===== config.mk =====
export PLATFORM = sky130hd
export DESIGN_NAME = monotonic_decreasing_stack
export DESIGN_NICKNAME = d
export VERILOG_FILES = /design/src/hw/rtl/mds_pkg.sv /design/src/hw/rtl/mds_mem.sv /design/src/hw/rtl/monotonic_decreasing_stack.sv
export VERILOG_INCLUDE_DIRS = /design/src /design/src/hw/rtl
export SDC_FILE = /design/constraint.sdc
export NUM_CORES = 2
export LEC_CHECK = 0
export ABC_CLOCK_PERIOD_IN_PS = 6700
export BUFFER_PORTS_ARGS = -buffer_cell sky130_fd_sc_hd__buf_2
export CAP_MARGIN = 20
export CELL_PAD_IN_SITES_DETAIL_PLACEMENT = 1
export CELL_PAD_IN_SITES_GLOBAL_PLACEMENT = 2
export CORE_ASPECT_RATIO = 1.4
export CORE_UTILIZATION = 52
export CTS_BUF_LIST = sky130_fd_sc_hd__clkbuf_4
export DETAILED_ROUTE_END_ITERATION = 6
export GPL_TIMING_DRIVEN = 0
export HOLD_SLACK_MARGIN = 0.1
export PLACE_DENSITY = 0.8
export SLEW_MARGIN = 20
export SYNTH_ARGS = -nofsm -noshare
export SYNTH_HDL_FRONTEND = slang
export SYNTH_HIERARCHICAL = 1
export SYNTH_SLANG_ARGS = --single-unit

===== constraint.sdc =====
create_clock -name clk -period 6.7 [get_ports clk]
set_input_delay 1.34 -clock clk [delete_from_list [all_inputs] [get_ports clk]]
set_output_delay 1.34 -clock clk [all_outputs]
set_load 0.01 [all_outputs]

===== src/hw/rtl/monotonic_decreasing_stack_assert.svh =====
// assertion helpers for the monotonic decreasing stack
// both expect clk and rst_n in scope
`ifndef MONOTONIC_DECREASING_STACK_ASSERT_SVH
`define MONOTONIC_DECREASING_STACK_ASSERT_SVH

// same-cycle implication
`define MDS_ASSERT_NOW(label, ante, cons, msg) \
    label: assert property (@(posedge clk) disable iff (!rst_n) (ante) |-> (cons)) \
        else $error(msg);

// next-cycle implication
`define MDS_ASSERT_NEXT(label, ante, cons, msg) \
    label: assert property (@(posedge clk) disable iff (!rst_n) (ante) |=> (cons)) \
        else $error(msg);

`endif


===== src/hw/rtl/mds_pkg.sv =====
// ----------------------------------------------------------------------------
// mds_pkg
// shared constants, codes and beat types for the monotonic decreasing stack
// ----------------------------------------------------------------------------
package mds_pkg;

    localparam int STACK_DEPTH_DEF = 64;
    localparam int DATA_WIDTH_DEF  = 32;

    localparam int MODE_W   = 2;
    localparam int VALUE_W  = 32;
    localparam int STATUS_W = 2;
    localparam int DEPTH_W  = 7;

    localparam logic [MODE_W-1:0] MODE_PUSH  = 2'd0;
    localparam logic [MODE_W-1:0] MODE_POP   = 2'd1;
    localparam logic [MODE_W-1:0] MODE_LIST  = 2'd2;
    localparam logic [MODE_W-1:0] MODE_DRAIN = 2'd3;

    localparam logic [STATUS_W-1:0] ST_OK       = 2'd0;
    localparam logic [STATUS_W-1:0] ST_OVERFLOW = 2'd1;
    localparam logic [STATUS_W-1:0] ST_ORDER    = 2'd2;
    localparam logic [STATUS_W-1:0] ST_EMPTY    = 2'd3;

    typedef struct packed {
        logic [MODE_W-1:0]         mode;
        logic signed [VALUE_W-1:0] push_value;
    } stk_in_t;

    typedef struct packed {
        logic signed [VALUE_W-1:0] out_value;
        logic [STATUS_W-1:0]       status;
        logic [DEPTH_W-1:0]        depth_now;
        logic [DEPTH_W-1:0]        depth_peak;
        logic                      last;
    } stk_out_t;

endpackage


===== src/hw/rtl/mds_mem.sv =====
// ----------------------------------------------------------------------------
// mds_mem
// entry storage: one write port, one read port, registered read data
// ----------------------------------------------------------------------------
module mds_mem #(
    parameter int DEPTH  = mds_pkg::STACK_DEPTH_DEF,
    parameter int WIDTH  = mds_pkg::DATA_WIDTH_DEF,
    parameter int ADDR_W = (DEPTH > 1) ? $clog2(DEPTH) : 1
) (
    input  logic              clk,
    input  logic              we,
    input  logic [ADDR_W-1:0] wr_addr,
    input  logic [WIDTH-1:0]  wr_data,
    input  logic              rd_en,
    input  logic [ADDR_W-1:0] rd_addr,
    output logic [WIDTH-1:0]  rd_data
);

    logic [WIDTH-1:0] mem [DEPTH];
    logic [WIDTH-1:0] rd_data_reg;

    always_ff @(posedge clk)
    begin
        if (we)
        begin
            mem[wr_addr] <= wr_data;
        end
        if (rd_en)
        begin
            rd_data_reg <= mem[rd_addr];
        end
    end

    assign rd_data = rd_data_reg;

endmodule


===== src/hw/rtl/monotonic_decreasing_stack.sv =====
// ----------------------------------------------------------------------------
// monotonic_decreasing_stack
// stack of signed words that only accepts strictly decreasing pushes
// ----------------------------------------------------------------------------
// Usage: drive item (mode, push_value) with start high; the beat is taken at
// a rising edge where start is high and busy is low. Every item yields one or
// more result beats on result, each marked by done for exactly one cycle;
// result.last flags the final beat of the item. The receiver cannot stall.
// Push, pop and error or empty results are registered and appear in the
// cycle after the item is taken; list and drain give their first beat only
// after the top entry has come out of the memory read port and then through
// the result register. Push and error or empty results leave the block idle,
// so a new item can be taken at once; a pop that leaves entries behind goes
// through S_REFILL (busy) to reload the cached top entry from the memory read
// port; list and drain stay busy and stream one beat per cycle, paced by the
// single read port of the entry memory with its registered read data.
// Reset clears depth and peak and returns to idle; memory contents are kept
// but never read before being written, so no clearing pass is run.
// ----------------------------------------------------------------------------
`include "monotonic_decreasing_stack_assert.svh"

module monotonic_decreasing_stack #(
    parameter int STACK_DEPTH = mds_pkg::STACK_DEPTH_DEF,
    parameter int DATA_WIDTH  = mds_pkg::DATA_WIDTH_DEF
) (
    input  logic             clk,
    input  logic             rst_n,
    input  logic             start,
    output logic             busy,
    input  mds_pkg::stk_in_t item,
    output logic             done,
    output mds_pkg::stk_out_t result
);

    localparam int AW = (STACK_DEPTH > 1) ? $clog2(STACK_DEPTH) : 1;
    localparam int CW = $clog2(STACK_DEPTH + 1);

    typedef enum logic [1:0] {
        S_IDLE,
        S_REFILL,
        S_LIST,
        S_DRAIN
    } state_t;

    state_t                   state_reg, state_next;
    logic [CW-1:0]            fill_reg, fill_next;
    logic [CW-1:0]            peak_reg, peak_next;
    logic signed [DATA_WIDTH-1:0] top_reg, top_next;
    logic [AW-1:0]            ptr_reg, ptr_next;
    logic                     done_reg, done_next;
    mds_pkg::stk_out_t        result_reg, result_next;

    logic                     we;
    logic [AW-1:0]            wr_addr;
    logic signed [DATA_WIDTH-1:0] push_data;
    logic                     rd_en;
    logic [AW-1:0]            rd_addr;
    logic signed [DATA_WIDTH-1:0] rd_data;
    logic [CW-1:0]            fill_inc;
    logic [CW-1:0]            fill_dec;
    logic                     accept;

    assign push_data = DATA_WIDTH'(item.push_value);
    assign fill_inc  = fill_reg + CW'(1);
    assign fill_dec  = fill_reg - CW'(1);
    assign accept    = start && (state_reg == S_IDLE);
    assign wr_addr   = fill_reg[AW-1:0];

    mds_mem #(
        .DEPTH  (STACK_DEPTH),
        .WIDTH  (DATA_WIDTH),
        .ADDR_W (AW)
    ) u_mem (
        .clk     (clk),
        .we      (we),
        .wr_addr (wr_addr),
        .wr_data (push_data),
        .rd_en   (rd_en),
        .rd_addr (rd_addr),
        .rd_data (rd_data)
    );

    always_comb
    begin
        state_next  = state_reg;
        fill_next   = fill_reg;
        peak_next   = peak_reg;
        top_next    = top_reg;
        ptr_next    = ptr_reg;
        done_next   = 1'b0;
        result_next = result_reg;
        we          = 1'b0;
        rd_en       = 1'b0;
        rd_addr     = '0;

        unique case (state_reg)
            S_IDLE:
            begin
                if (accept)
                begin
                    done_next              = 1'b1;
                    result_next.out_value  = '0;
                    result_next.last       = 1'b1;
                    result_next.depth_now  = mds_pkg::DEPTH_W'(fill_reg);
                    result_next.depth_peak = mds_pkg::DEPTH_W'(peak_reg);
                    if (item.mode == mds_pkg::MODE_PUSH)
                    begin
                        if (fill_reg == CW'(STACK_DEPTH))
                        begin
                            result_next.status = mds_pkg::ST_OVERFLOW;
                        end
                        else if (fill_reg != '0 && !(push_data < top_reg))
                        begin
                            result_next.status = mds_pkg::ST_ORDER;
                        end
                        else
                        begin
                            we                    = 1'b1;
                            top_next              = push_data;
                            fill_next             = fill_inc;
                            result_next.status    = mds_pkg::ST_OK;
                            result_next.depth_now = mds_pkg::DEPTH_W'(fill_inc);
                            if (fill_inc > peak_reg)
                            begin
                                peak_next              = fill_inc;
                                result_next.depth_peak = mds_pkg::DEPTH_W'(fill_inc);
                            end
                        end
                    end
                    else if (fill_reg == '0)
                    begin
                        result_next.status = mds_pkg::ST_EMPTY;
                    end
                    else if (item.mode == mds_pkg::MODE_POP)
                    begin
                        result_next.status    = mds_pkg::ST_OK;
                        result_next.out_value = mds_pkg::VALUE_W'(top_reg);
                        result_next.depth_now = mds_pkg::DEPTH_W'(fill_dec);
                        fill_next             = fill_dec;
                        // reload the new top from memory
                        if (fill_reg > CW'(1))
                        begin
                            rd_en      = 1'b1;
                            rd_addr    = AW'(fill_reg - CW'(2));
                            state_next = S_REFILL;
                        end
                    end
                    else
                    begin
                        // list or drain: prime the read pipe with the top entry
                        done_next = 1'b0;
                        rd_en     = 1'b1;
                        rd_addr   = AW'(fill_dec);
                        ptr_next  = AW'(fill_dec);
                        state_next = (item.mode == mds_pkg::MODE_LIST) ? S_LIST : S_DRAIN;
                    end
                end
            end
            S_REFILL:
            begin
                top_next   = rd_data;
                state_next = S_IDLE;
            end
            S_LIST, S_DRAIN:
            begin
                done_next              = 1'b1;
                result_next.out_value  = mds_pkg::VALUE_W'(rd_data);
                result_next.status     = mds_pkg::ST_OK;
                result_next.depth_peak = mds_pkg::DEPTH_W'(peak_reg);
                result_next.last       = (ptr_reg == '0);
                if (state_reg == S_DRAIN)
                begin
                    fill_next             = CW'(ptr_reg);
                    result_next.depth_now = mds_pkg::DEPTH_W'(ptr_reg);
                end
                else
                begin
                    result_next.depth_now = mds_pkg::DEPTH_W'(fill_reg);
                end
                if (ptr_reg != '0)
                begin
                    rd_en    = 1'b1;
                    rd_addr  = ptr_reg - AW'(1);
                    ptr_next = ptr_reg - AW'(1);
                end
                else
                begin
                    state_next = S_IDLE;
                end
            end
            default:
            begin
                state_next = S_IDLE;
            end
        endcase
    end

    always_ff @(posedge clk or negedge rst_n)
    begin
        if (!rst_n)
        begin
            state_reg  <= S_IDLE;
            fill_reg   <= '0;
            peak_reg   <= '0;
            done_reg   <= 1'b0;
            top_reg    <= '0;
            ptr_reg    <= '0;
            result_reg <= '0;
        end
        else
        begin
            state_reg  <= state_next;
            fill_reg   <= fill_next;
            peak_reg   <= peak_next;
            done_reg   <= done_next;
            top_reg    <= top_next;
            ptr_reg    <= ptr_next;
            result_reg <= result_next;
        end
    end

    assign busy   = (state_reg != S_IDLE);
    assign done   = done_reg;
    assign result = result_reg;

    `MDS_ASSERT_NOW(a_fill_bound, 1'b1, fill_reg <= CW'(STACK_DEPTH), "fill above depth")
    `MDS_ASSERT_NOW(a_peak_covers_fill, 1'b1, peak_reg >= fill_reg, "peak below fill")
    `MDS_ASSERT_NOW(a_write_idle_only, we, state_reg == S_IDLE && fill_reg < CW'(STACK_DEPTH),
        "write outside idle or when full")
    `MDS_ASSERT_NOW(a_drain_track, state_reg == S_DRAIN, fill_reg == CW'(ptr_reg) + CW'(1),
        "drain pointer out of step with fill")
    `MDS_ASSERT_NEXT(a_refill_returns, state_reg == S_REFILL, state_reg == S_IDLE,
        "top reload did not finish")

endmodule

==> flow_metrics.tcl <==
set metrics [dict create \
    syn_area_per_cell_um2 21.1 \
    fmax_mhz 149 \
    clk_latency_ns 1.41 \
    synth-edff-count 2080 \
    maxCapViolations 0 \
    hold_ws_ns 0.326 \
    ant_nets 0 \
    finalNonFillerCells 7296 \
    viasPerCell 6.63 \
    pre_cts_slack_ns -1.22 \
    cts_tree "done" \
    initialDrtViolationCount 6569 \
    track_usage_pct 34.7 \
    grt_pass1_wl_mm 386 \
    place_inst 6408 \
    final_cell_mix "edfxtp_1 (2080), clkbuf_4 (689), mux4_2 (544)" \
    die_area_um2 166000 \
    start_util_pct 52.4 \
    rr_startpoint "fill_reg[0]" \
    layout_commonest_cell "edfxtp_1" \
    cp-end-kind "flop" \
    layout_setup_ws_ns -0.0279 \
    drive_above_1_share_pct 33.6 \
    yosysTopAreaCellShare_pct 73.2 \
    outcome "complete, but fails checks" \
    path_max_fanout 10 \
    clkSlewWorstSetupHoldPaths_ns 0.07 \
    setup_viol 1 \
    cts_made_buffers 496 \
    htree_num_levels 5 \
    min_path_type "input pin to flop" \
    place_congestion 0.925 \
    hpwl_mm 191 \
    rsz0062_at_grt "false" \
    slew_viol_final 0 \
    fin_skew_ns 0.147 \
    ys_warn_count 6 \
    peakVddDrop_uv 160 \
    cts_root_buf "clkbuf_4" \
    arrival_ns 7.81 \
    synth_top_flop_cell "edfxtp_1" \
    portBuffers 86 \
    max-clock-path-buffers 4 \
    period_needed_ns 6.73 \
    r2r_cells 18 \
    placed_cell_area_um2 92100 \
    clock_sinks 2184 \
    antenna_found_initial 21 \
    die_x_um 344 \
    num_rows 175 \
    drt_pass1_iterations 7 \
    boundaryPins 88 \
    final_area_um2 98400 \
    crit_start "fill_reg[0]" \
    grt_overflow 0 \
    syn2layout_area_growth_pct 15.3 \
    p_total_mw 25.5 \
    ys_seq_area_share_pct 76.3 \
    die_h_um 481 \
    fillers 14000 \
    tightest_slew_ns 1.31 \
    syn_inst 4044 \
    drc 12 \
    rrSetupSlack_ns -0.03 \
    leakage_nw 33.7 \
    synth.distinct_cells 74 \
    synth_fp_nets 4126 \
    final_nets 4867 \
    core_area_um2 163000 \
    hold_viol 0 \
    yosysTopAreaCell "edfxtp_1" \
    grt_pass1_vias 49700 \
    maxSlewHeadroom_pct 12.9 \
    powerDensity_nw_per_um2 260 \
    startpoint_type "flop" \
    crit_end "u_mem/rd_data[9]" \
    largest_reg_flops 2048 \
    async_flop_share_pct 4.76 \
    vias 48400 \
    synth_area_leaders "edfxtp_1 (73%), mux4_2 (14%), dfrtp_1 (3.1%)" \
    required_ns 7.78 \
    ys_ff_latch 2184 \
    wire_per_inst_um 38.8 \
    r2r-end "u_mem/rd_data[9]" \
    synth_area_um2 85300 \
    grt_max_degree 67 \
    fin_crit_sh_pct 100 \
    drt-total-wl_mm 283 \
    failed_checks "design-rule violations, negative setup slack" \
    path_class "flop to flop" \
]
stage by stage:
stage                     setup TNS, ns  util (%)
final                           -0.0279      60.5
after global routing                  0      60.5
after CTS                             0      60.4
after detailed placement        -892.91      56.6
after global placement         -6986.83      54.3
after floorplan                       0         -
area by class of cell:
cell class / instances / area (um^2) / area share, %
repair buffers: 244 / 3700 / 3.76
clock inverters: 191 / 953 / 0.969
clock buffers: 689 / 5170 / 5.26
diodes: 5 / 12.5 / 0.0127
inverters: 72 / 270 / 0.275
flip-flops and latches: 2184 / 65100 / 66.1
plain buffers: 222 / 1110 / 1.13
multi-input cells: 1565 / 19400 / 19.8
well taps: 2124 / 2660 / 2.70
cell usage after synthesis, drive strengths merged (8+ instances only):
library cell / count
a21oi: 109
a222oi: 21
a22oi: 13
a311oi: 8
buf: 103
clkbuf: 120
dfrtp: 104
edfxtp: 2080
ha: 45
inv: 71
mux2i: 138
mux4: 544
nand2: 103
nand2b: 12
nand3: 18
nand4: 9
nor2: 194
nor2b: 22
nor3: 19
o21ai: 56
o221ai: 30
o22ai: 104
or2: 8
or3: 8
xnor2: 14
power by group:
part	switching, mW	internal [mW]	total [mW]
clock	5.27	5.02	10.3
sequential	0	14.9	14.9
combinational	0.286	0.0397	0.326
total	5.56	20.0	25.5
kinds of logic after synthesis:
kind of cell	synth area share, %
flops	76.3
mux	16.1
simple gates	2.24
compound gates	3.00
buf+inv	1.56
fa+ha+maj	0.660
xor+xnor	0.216
worst min path at each step:
stage	from	end	slack (ns)	cells past startpoint
5_1_grt	item[25]	u_mem/mem[52][25]	0.24	1
3_3_place_gp	result[2]	result[2]	0.46	2
2_1_floorplan	u_mem/rd_data[0]	top_reg[0]	0.45	2
6_report	item[25]	u_mem/mem[52][25]	0.33	1
4_1_cts	item[25]	u_mem/mem[52][25]	0.16	1
3_5_place_dp	result[4]	result[4]	0.47	2
worst max-delay path: stages (launching register included):
cell      delay, ns
dfrtp_1        0.70
clkbuf_2       0.37
inv_1          0.17
ha_1           0.33
or2b_2         0.25
or3_1          0.11
clkbuf_1       0.29
nand4_1        0.17
buf_4          0.23
o22ai_2        0.35
buf_4          0.36
buf_6          0.22
buf_2          0.48
buf_2          0.48
mux4_2         0.32
o22ai_1        0.16
nor2_1         0.72
a21oi_1        0.17
nor2_1         0.54
per-layer routing:
metal	wire (um)	part of all wire [%]	global-route usage, %	vias up
met2	136000	48	55.4	3522
met1	94800	33	42.6	25400
met5	73	0.026	0	-
met4	22100	7.8	23.8	10
met3	30200	11	7.54	771
li1	-	-	-	18600
what timing repair did:
| item | CTS | global route |
|---|---|---|
| pin swaps | 1 | 0 |
| buffers inserted | 3 | 0 |
| hold buffers | 1 | 0 |
| gates resized for setup | 15 | 16 |
| gates cloned | 0 | 0 |
| setup endpoints to repair | 32 | 20 |
| hold endpoints to repair | 47 | 0 |
Note: power is estimated with default switching activity, not from simulation.
